**src/rtl/rhsv_pkg.sv**
```systemverilog
// Shared types, constants and the divider step for the RGB to HSV pipeline.
package rhsv_pkg;

  // Channel width and the widths of the divider lanes.
  localparam int unsigned CH_W   = 8;
  localparam int unsigned DIV_QW = 9;            // quotient bits, one per stage
  localparam int unsigned DIV_NW = CH_W + DIV_QW; // numerator width
  localparam int unsigned DEG_W  = 9;            // hue in degrees, 0..359

  localparam logic [DIV_NW-1:0] DEG_SECTOR = DIV_NW'(60);
  localparam logic [DIV_NW-1:0] DEG_GREEN  = DIV_NW'(120);
  localparam logic [DIV_NW-1:0] DEG_BLUE   = DIV_NW'(240);
  localparam logic [DEG_W-1:0]  DEG_FULL   = DEG_W'(360);

  // One stage of both restoring dividers plus sideband.
  typedef struct packed {
    logic [CH_W-1:0]   h_rem;
    logic [DIV_QW-1:0] h_num;   // numerator bits still to bring down
    logic [DIV_QW-1:0] h_quo;
    logic [CH_W-1:0]   h_den;   // delta
    logic [CH_W-1:0]   s_rem;
    logic [DIV_QW-1:0] s_num;
    logic [DIV_QW-1:0] s_quo;
    logic [CH_W-1:0]   s_den;   // max
    logic [CH_W-1:0]   bright;
    logic              red_neg; // red max with green below blue
    logic              hue_zero;
    logic              sat_zero;
  } div_t;

  typedef struct packed {
    logic [CH_W-1:0] hue;
    logic [CH_W-1:0] sat;
    logic [CH_W-1:0] bright;
  } hsv_t;

  // Bring down one numerator bit in each lane and do one compare/subtract.
  function automatic div_t div_step(div_t s);
    div_t             n;
    logic [CH_W:0]    th;
    logic [CH_W:0]    ts;
    n  = s;
    th = {s.h_rem, s.h_num[DIV_QW-1]};
    ts = {s.s_rem, s.s_num[DIV_QW-1]};
    if (th >= {1'b0, s.h_den}) begin
      n.h_rem = CH_W'(th - {1'b0, s.h_den});
      n.h_quo = {s.h_quo[DIV_QW-2:0], 1'b1};
    end else begin
      n.h_rem = th[CH_W-1:0];
      n.h_quo = {s.h_quo[DIV_QW-2:0], 1'b0};
    end
    if (ts >= {1'b0, s.s_den}) begin
      n.s_rem = CH_W'(ts - {1'b0, s.s_den});
      n.s_quo = {s.s_quo[DIV_QW-2:0], 1'b1};
    end else begin
      n.s_rem = ts[CH_W-1:0];
      n.s_quo = {s.s_quo[DIV_QW-2:0], 1'b0};
    end
    n.h_num = {s.h_num[DIV_QW-2:0], 1'b0};
    n.s_num = {s.s_num[DIV_QW-2:0], 1'b0};
    return n;
  endfunction

endpackage

```
**src/rtl/rhsv_if.sv**
```systemverilog
// Stream interfaces for RGB pixels in and HSV pixels out.
interface rhsv_pix_if;
  logic       valid;
  logic       ready;
  logic [7:0] red;
  logic [7:0] green;
  logic [7:0] blue;

  modport source (output valid, output red, output green, output blue, input ready);
  modport sink   (input valid, input red, input green, input blue, output ready);
endinterface

interface rhsv_hsv_if;
  logic       valid;
  logic       ready;
  logic [7:0] hue;
  logic [7:0] saturation;
  logic [7:0] brightness;

  modport source (output valid, output hue, output saturation, output brightness,
                  input ready);
  modport sink   (input valid, input hue, input saturation, input brightness,
                  output ready);
endinterface

```
**src/rtl/rhsv_front.sv**
```systemverilog
// Front stage: max/min/delta, hue sector and the two divider numerators.
module rhsv_front (
  input  logic                     clk_i,
  input  logic                     rst_ni,
  input  logic                     in_valid_i,
  output logic                     in_ready_o,
  input  logic [7:0]               red_i,
  input  logic [7:0]               green_i,
  input  logic [7:0]               blue_i,
  output logic                     out_valid_o,
  input  logic                     out_ready_i,
  output rhsv_pkg::div_t           out_data_o
);
  import rhsv_pkg::*;

  typedef enum logic [1:0] {
    SEC_RED,
    SEC_GREEN,
    SEC_BLUE
  } sector_e;

  logic [CH_W-1:0]   mx, mn, delta, diff;
  logic [DIV_NW-1:0] hnum;
  logic [15:0]       snum;
  logic              neg;
  sector_e           sec;
  div_t              st_d, st_q;
  logic              valid_q;
  logic              ce;

  always_comb begin
    mx = red_i;
    mn = red_i;
    if (green_i > mx) mx = green_i;
    if (blue_i > mx)  mx = blue_i;
    if (green_i < mn) mn = green_i;
    if (blue_i < mn)  mn = blue_i;
    delta = mx - mn;

    // ties: red first, then green
    priority if (red_i >= green_i && red_i >= blue_i) sec = SEC_RED;
    else if (green_i >= blue_i)                       sec = SEC_GREEN;
    else                                              sec = SEC_BLUE;

    neg  = 1'b0;
    diff = '0;
    unique case (sec)
      SEC_RED: begin
        neg  = (green_i < blue_i);
        diff = neg ? (blue_i - green_i) : (green_i - blue_i);
        hnum = DIV_NW'(diff) * DEG_SECTOR;
      end
      SEC_GREEN: begin
        hnum = DIV_NW'(blue_i) * DEG_SECTOR + DIV_NW'(delta) * DEG_GREEN
             - DIV_NW'(red_i) * DEG_SECTOR;
      end
      SEC_BLUE: begin
        hnum = DIV_NW'(red_i) * DEG_SECTOR + DIV_NW'(delta) * DEG_BLUE
             - DIV_NW'(green_i) * DEG_SECTOR;
      end
      default: hnum = '0;
    endcase

    snum = 16'(delta) * 16'(255);

    // quotient fits DIV_QW bits, so the top numerator bits start as remainder
    st_d.h_rem    = hnum[DIV_NW-1:DIV_QW];
    st_d.h_num    = hnum[DIV_QW-1:0];
    st_d.h_quo    = '0;
    st_d.h_den    = delta;
    st_d.s_rem    = {1'b0, snum[15:DIV_QW]};
    st_d.s_num    = snum[DIV_QW-1:0];
    st_d.s_quo    = '0;
    st_d.s_den    = mx;
    st_d.bright   = mx;
    st_d.red_neg  = neg;
    st_d.hue_zero = (delta == '0);
    st_d.sat_zero = (mx == '0);
  end

  assign ce = !valid_q || out_ready_i;

  always_ff @(posedge clk_i or negedge rst_ni) begin
    if (!rst_ni) begin
      valid_q <= 1'b0;
    end else if (ce) begin
      valid_q <= in_valid_i;
    end
  end

  always_ff @(posedge clk_i) begin
    if (ce) begin
      st_q <= st_d;
    end
  end

  assign in_ready_o  = ce;
  assign out_valid_o = valid_q;
  assign out_data_o  = st_q;
endmodule

```
**src/rtl/rhsv_div_pipe.sv**
```systemverilog
// Pipelined restoring dividers for hue and saturation, one quotient bit per stage.
module rhsv_div_pipe (
  input  logic           clk_i,
  input  logic           rst_ni,
  input  logic           in_valid_i,
  output logic           in_ready_o,
  input  rhsv_pkg::div_t in_data_i,
  output logic           out_valid_o,
  input  logic           out_ready_i,
  output rhsv_pkg::div_t out_data_o
);
  import rhsv_pkg::*;

  logic [DIV_QW-1:0] valid_q;
  div_t              st_q [DIV_QW];
  logic [DIV_QW:0]   ce;

  assign ce[DIV_QW] = out_ready_i;

  for (genvar k = 0; k < DIV_QW; k++) begin : g_stage
    // a stage moves when empty or when the next one moves
    assign ce[k] = !valid_q[k] || ce[k+1];

    if (k == 0) begin : g_first
      always_ff @(posedge clk_i or negedge rst_ni) begin
        if (!rst_ni) begin
          valid_q[k] <= 1'b0;
        end else if (ce[k]) begin
          valid_q[k] <= in_valid_i;
        end
      end
      always_ff @(posedge clk_i) begin
        if (ce[k]) begin
          st_q[k] <= div_step(in_data_i);
        end
      end
    end else begin : g_rest
      always_ff @(posedge clk_i or negedge rst_ni) begin
        if (!rst_ni) begin
          valid_q[k] <= 1'b0;
        end else if (ce[k]) begin
          valid_q[k] <= valid_q[k-1];
        end
      end
      always_ff @(posedge clk_i) begin
        if (ce[k]) begin
          st_q[k] <= div_step(st_q[k-1]);
        end
      end
    end
  end

  assign in_ready_o  = ce[0];
  assign out_valid_o = valid_q[DIV_QW-1];
  assign out_data_o  = st_q[DIV_QW-1];
endmodule

```
**src/rtl/rhsv_back.sv**
```systemverilog
// Back end: hue fixup, degree to byte scaling and the output register.
module rhsv_back (
  input  logic           clk_i,
  input  logic           rst_ni,
  input  logic           in_valid_i,
  output logic           in_ready_o,
  input  rhsv_pkg::div_t in_data_i,
  output logic           out_valid_o,
  input  logic           out_ready_i,
  output rhsv_pkg::hsv_t out_data_o
);
  import rhsv_pkg::*;

  logic [DEG_W-1:0] hdeg;
  logic [12:0]      x17;
  logic [9:0]       y_d, y_q;
  logic [CH_W-1:0]  sat_d, sat_q, bright_q;
  logic [18:0]      prod;
  hsv_t             out_d, out_q;
  logic             va_q, vb_q;
  logic             ce_a, ce_b;

  // hdeg * 255 / 360 = (hdeg * 17 / 8) / 3; y / 3 = (y * 683) >> 11 for y < 2048
  always_comb begin
    if (in_data_i.hue_zero) begin
      hdeg = '0;
    end else if (in_data_i.red_neg && in_data_i.h_quo != '0) begin
      hdeg = DEG_FULL - in_data_i.h_quo;
    end else begin
      hdeg = in_data_i.h_quo;
    end
    x17   = 13'(hdeg) * 13'(17);
    y_d   = x17[12:3];
    sat_d = in_data_i.sat_zero ? '0 : in_data_i.s_quo[CH_W-1:0];
  end

  always_comb begin
    prod          = 19'(y_q) * 19'(683);
    out_d.hue     = prod[18:11];
    out_d.sat     = sat_q;
    out_d.bright  = bright_q;
  end

  assign ce_b = !vb_q || out_ready_i;
  assign ce_a = !va_q || ce_b;

  always_ff @(posedge clk_i or negedge rst_ni) begin
    if (!rst_ni) begin
      va_q <= 1'b0;
      vb_q <= 1'b0;
    end else begin
      if (ce_a) va_q <= in_valid_i;
      if (ce_b) vb_q <= va_q;
    end
  end

  always_ff @(posedge clk_i) begin
    if (ce_a) begin
      y_q      <= y_d;
      sat_q    <= sat_d;
      bright_q <= in_data_i.bright;
    end
    if (ce_b) begin
      out_q <= out_d;
    end
  end

  assign in_ready_o  = ce_a;
  assign out_valid_o = vb_q;
  assign out_data_o  = out_q;
endmodule

```
**src/rtl/rgb_to_hsv_8bit.sv**
```systemverilog
// RGB to HSV pixel converter, 8 bits per channel: one item per cycle while the output is not stalled.
// The pipeline has 1 front stage, 9 divider stages (one quotient bit each) and 2 back stages.
// One item per clock unless the output stalls, set by the per-bit stages of the two dividers.
// Each stage advances when it is empty or its successor advances, so bubbles
// close up and, until every stage is full, new items are taken while the output waits.
// Reset clears only the stage valid bits; payload registers are not reset.
module rgb_to_hsv_8bit (
  input  logic       clk_i,
  input  logic       rst_ni,
  rhsv_pix_if.sink   pix_i,
  rhsv_hsv_if.source hsv_o
);
  import rhsv_pkg::*;

  // front -> divider
  logic fd_valid, fd_ready;
  div_t fd_data;
  // divider -> back end
  logic db_valid, db_ready;
  div_t db_data;
  // back end -> port
  hsv_t res;

  // Front: max/min/delta, pick the hue sector (red wins ties, then green) and
  // form both numerators so that each quotient fits nine bits.
  rhsv_front u_front (
    .clk_i       (clk_i),
    .rst_ni      (rst_ni),
    .in_valid_i  (pix_i.valid),
    .in_ready_o  (pix_i.ready),
    .red_i       (pix_i.red),
    .green_i     (pix_i.green),
    .blue_i      (pix_i.blue),
    .out_valid_o (fd_valid),
    .out_ready_i (fd_ready),
    .out_data_o  (fd_data)
  );

  // Hue numerator / delta and 255*delta / max, side by side.
  rhsv_div_pipe u_div (
    .clk_i       (clk_i),
    .rst_ni      (rst_ni),
    .in_valid_i  (fd_valid),
    .in_ready_o  (fd_ready),
    .in_data_i   (fd_data),
    .out_valid_o (db_valid),
    .out_ready_i (db_ready),
    .out_data_o  (db_data)
  );

  // Wrap negative red-sector hues, then scale degrees by 255/360.
  rhsv_back u_back (
    .clk_i       (clk_i),
    .rst_ni      (rst_ni),
    .in_valid_i  (db_valid),
    .in_ready_o  (db_ready),
    .in_data_i   (db_data),
    .out_valid_o (hsv_o.valid),
    .out_ready_i (hsv_o.ready),
    .out_data_o  (res)
  );

  assign hsv_o.hue        = res.hue;
  assign hsv_o.saturation = res.sat;
  assign hsv_o.brightness = res.bright;

`ifndef SYNTH
  // A black pixel has no saturation and no hue.
  a_black: assert property (@(posedge clk_i) disable iff (!rst_ni)
    hsv_o.valid && hsv_o.brightness == 8'd0 |-> hsv_o.saturation == 8'd0 && hsv_o.hue == 8'd0)
    else $error("black pixel with nonzero hue or saturation");

  // Zero saturation means a gray pixel, whose hue is zero.
  a_gray: assert property (@(posedge clk_i) disable iff (!rst_ni)
    hsv_o.valid && hsv_o.saturation == 8'd0 |-> hsv_o.hue == 8'd0)
    else $error("gray pixel with nonzero hue");

  // Input is only held off while a result waits at the output.
  a_nostall: assert property (@(posedge clk_i) disable iff (!rst_ni)
    !pix_i.ready |-> hsv_o.valid && !hsv_o.ready)
    else $error("input stalled with output free");
`endif
endmodule

```
**src/flat_wrapper.sv**
```systemverilog
// flat-port wrapper written by rule: the top's interface ports become plain ports
module rgb_to_hsv_8bit_flat import rhsv_pkg::*;
  (clk_i, rst_ni, pix_i_valid, pix_i_red, pix_i_green, pix_i_blue, pix_i_ready, hsv_o_valid, hsv_o_hue, hsv_o_saturation, hsv_o_brightness, hsv_o_ready);
  rhsv_pix_if pix_i_i ();
  rhsv_hsv_if hsv_o_i ();
  input  logic clk_i;
  input  logic rst_ni;
  input wire logic [$bits(pix_i_i.valid)-1:0] pix_i_valid;
  input wire logic [$bits(pix_i_i.red)-1:0] pix_i_red;
  input wire logic [$bits(pix_i_i.green)-1:0] pix_i_green;
  input wire logic [$bits(pix_i_i.blue)-1:0] pix_i_blue;
  output wire logic [$bits(pix_i_i.ready)-1:0] pix_i_ready;
  output wire logic [$bits(hsv_o_i.valid)-1:0] hsv_o_valid;
  output wire logic [$bits(hsv_o_i.hue)-1:0] hsv_o_hue;
  output wire logic [$bits(hsv_o_i.saturation)-1:0] hsv_o_saturation;
  output wire logic [$bits(hsv_o_i.brightness)-1:0] hsv_o_brightness;
  input wire logic [$bits(hsv_o_i.ready)-1:0] hsv_o_ready;
  assign pix_i_i.valid = pix_i_valid;
  assign pix_i_i.red = pix_i_red;
  assign pix_i_i.green = pix_i_green;
  assign pix_i_i.blue = pix_i_blue;
  assign pix_i_ready = pix_i_i.ready;
  assign hsv_o_valid = hsv_o_i.valid;
  assign hsv_o_hue = hsv_o_i.hue;
  assign hsv_o_saturation = hsv_o_i.saturation;
  assign hsv_o_brightness = hsv_o_i.brightness;
  assign hsv_o_i.ready = hsv_o_ready;
  rgb_to_hsv_8bit u_core (.clk_i(clk_i), .rst_ni(rst_ni), .pix_i(pix_i_i), .hsv_o(hsv_o_i));
endmodule
```
**config.mk**
```make
export PLATFORM = sky130hd
export DESIGN_NAME = rgb_to_hsv_8bit_flat
export DESIGN_NICKNAME = d
export VERILOG_FILES = /design/src/rtl/rhsv_pkg.sv /design/src/rtl/rhsv_if.sv /design/src/rtl/rhsv_front.sv /design/src/rtl/rhsv_div_pipe.sv /design/src/rtl/rhsv_back.sv /design/src/rtl/rgb_to_hsv_8bit.sv /design/src/flat_wrapper.sv
export SDC_FILE = /design/constraint.sdc
export NUM_CORES = 1
export LEC_CHECK = 0
export ABC_AREA = 0
export BUFFER_PORTS_ARGS = -buffer_cell sky130_fd_sc_hd__buf_2
export CAP_MARGIN = 20
export CORE_ASPECT_RATIO = 0.75
export CORE_MARGIN = 2
export CORE_UTILIZATION = 55
export CTS_CLUSTER_DIAMETER = 60
export DETAILED_ROUTE_END_ITERATION = 7
export PLACE_DENSITY = 0.81
export RECOVER_POWER = 25
export SYNTH_ARGS = -nofsm -noshare
export SYNTH_HDL_FRONTEND = slang
export SYNTH_HIERARCHICAL = 1
export SYNTH_SLANG_ARGS = --single-unit
```
**constraint.sdc**
```tcl
create_clock -name clk_i -period 6.2 [get_ports clk_i]
set_input_delay 0.62 -clock clk_i [delete_from_list [all_inputs] [get_ports clk_i]]
set_output_delay 0.62 -clock clk_i [all_outputs]
set_load 0.005 [all_outputs]
```
==> impl_metrics.env <==
export IMPL_status="complete, but fails checks"
export IMPL_violations="negative setup slack"
export IMPL_rsz0062_at_grt="true"
export IMPL_drt_iter0_drc=1693
export IMPL_dp_slack_ps=-2540
export IMPL_critPathSlowestCell="fa_1"
export IMPL_fmax_mhz=125
export IMPL_reg2reg_depth=15
export IMPL_grt_overflow=0
export IMPL_fin_hold_ws_ps=305
export IMPL_core_sq_um=69800
export IMPL_hold_depth=2
export IMPL_clockRootBuffer="clkbuf_16"
export IMPL_crit_type="in2reg"
export IMPL_reg2reg_to="u_core/u_back/out_data_o[16]"
export IMPL_min_period_ps=8030
export IMPL_start_kind="input pin"
export IMPL_die_area_sq_um=72500
export IMPL_hold_end="u_core/u_front/out_valid_o"
export IMPL_dieHeight_um=234
export IMPL_num_vias=25125
export IMPL_hp_class="in2reg"
export IMPL_end_kind="flop"
export IMPL_finalMaxSlewViolations=0
export IMPL_reg2reg_from="u_core/u_back/y_q[7]"
export IMPL_max_cap_violations=0
export IMPL_insertion_delay_ps=650
export IMPL_io_pins=54
export IMPL_area_delta_synth_final_pct=18.3
export IMPL_antenna_cells=0
export IMPL_timing_final_hold_violations=0
export IMPL_regToRegSetupSlack_ps=1140
export IMPL_antenna_left=0
export IMPL_final_net_count=4056
export IMPL_hold_start="pix_i_valid"
export IMPL_h_tree_depth=2
export IMPL_yosys_warnings=6
export IMPL_syn_inst=3097
export IMPL_cp_max_fo=8
export IMPL_grtUsageTotal_pct=23.0
export IMPL_io_buffers=53
export IMPL_post_route_util_pct=65.6
export IMPL_cts_buffers=59
export IMPL_num_rows=84
export IMPL_drive_above_1_share_pct=23.8
export IMPL_drc=0
export IMPL_cts_tree="built"
export IMPL_grt_pass1_wl_mm=132
export IMPL_syn_area_sq_um=38700
export IMPL_die_w_um=310
export IMPL_clk_path_buf_depth=3
export IMPL_nFillCells=4807
export IMPL_vias_per_cell=5.61
export IMPL_setup_ws_ps=-1830
export IMPL_post_route_period_util_pct=129
export IMPL_initial_core_util_pct=55.4
export IMPL_grt_start_max_net_pins=62
export IMPL_grt_pass1_vias=25791
export IMPL_maxSlewHeadroom_pct=45.8
export IMPL_cts_sinks=619
export IMPL_required_ps=6580
export IMPL_skew_ps=51.1
export IMPL_antenna_found_initial=0
export IMPL_syn_area_per_cell_sq_um=12.5
export IMPL_slowest_delay_ps=560
export IMPL_setup_violations=22
export IMPL_hpwl_mm=59.5
export IMPL_worstMarginPinSlew_ps=813
export IMPL_first_pass_iters=5
export IMPL_worst_endpoint_arrival_ps=8410
export IMPL_drt_wl_total_mm=82.6
export IMPL_wire_per_inst_um=18.4
export IMPL_clkSlewWorstSetupHoldPaths_ps=70
export IMPL_gp_congestion=0.911
final cells by class:
type / instances / area, sq um / share of cell area [%]
Clock buffer: 73 / 1580 / 3.45
Clock inverter: 39 / 442 / 0.965
Multi-Input combinational cell: 1992 / 19600 / 42.8
Inverter: 437 / 1650 / 3.61
Timing Repair Buffer: 370 / 2790 / 6.10
Sequential cell: 619 / 18500 / 40.5
Tap cell: 946 / 1180 / 2.59
sequential cells by signal, summed over array words and instances, names as in the netlist:
| register | cells |
|---|---|
| u_core/u_back/out_data_o | 24 |
| u_core/u_div/st_q | 508 |
| u_core/u_back/va_q | 1 |
| u_core/u_back/bright_q | 8 |
| u_core/u_div/valid_q | 8 |
| u_core/u_back/y_q | 10 |
| u_core/u_div/out_valid_o | 1 |
| u_core/u_front/out_valid_o | 1 |
| u_core/u_back/out_valid_o | 1 |
| u_core/u_front/out_data_o | 49 |
| u_core/u_back/sat_q | 8 |
placed cells by master (no fill, tap or decap), types with 43 or more instances in the layout:
cell,n
mux2_2,92
buf_4,292
mux2i_1,69
a21oi_1,137
inv_1,408
ha_4,46
o21a_1,43
nor2b_1,76
nor2_1,109
nand2_1,71
ha_1,354
buf_2,48
a21o_1,62
fa_1,137
nor3_1,43
xnor2_1,92
edfxtp_1,607
nand3_1,56
clkbuf_16,59
o21ai_0,86
per-stage QoR:
step	instances	setup TNS (ps)	cell area, sq um
floorplan	3099	-34010	39200
global placement	4333	-41230	42500
detailed placement	4333	-45650	42500
CTS	4463	-24290	45100
global route	4476	-33710	45800
finish	4476	-28000	45800
worst max-delay path, delay by kind of cell:
family | cells | cell delay, ps
adders and majority gates | 7 | 2320
AOI/OAI and AO/OA | 13 | 2280
and+or+nand+nor | 6 | 1040
xor gates and xnor gates | 4 | 810
buffers and inverters | 8 | 660
muxes | 3 | 660
worst max-delay path by stage:
stage,from,to,slack (ps)
6_report,pix_i_green[2],u_core/u_front/out_data_o[77],-1830
5_1_grt,pix_i_green[5],u_core/u_front/out_data_o[77],-2120
4_1_cts,pix_i_green[2],u_core/u_front/out_data_o[77],-1640
3_5_place_dp,pix_i_green[7],u_core/u_front/out_data_o[78],-2540
3_3_place_gp,pix_i_green[7],u_core/u_front/out_data_o[76],-2330
2_1_floorplan,pix_i_green[5],u_core/u_front/out_data_o[77],-2330
layer usage:
metal / vias to the layer above / global-route usage (%) / part of all wire, %
li1: 11929 / - / -
met1: 12326 / 29.8 / 42
met2: 700 / 40.1 / 50
met3: 170 / 3.32 / 5.2
met4: 0 / 6.84 / 2.8
met5: - / 0 / 0
timing repair:
| action | CTS | global route |
|---|---|---|
| buffers inserted | 18 | 22 |
| gates cloned | 1 | 0 |
| hold buffers | 1 | 0 |
| pin swaps | 81 | 101 |
| endpoints found under the hold margin | 12 | 0 |
| gates resized for setup | 97 | 100 |
| setup endpoints to repair | 23 | 23 |
Power is left out: the tool's default activity adds up to more than one toggle a clock period on the data nets, which glitch-free logic cannot reach.
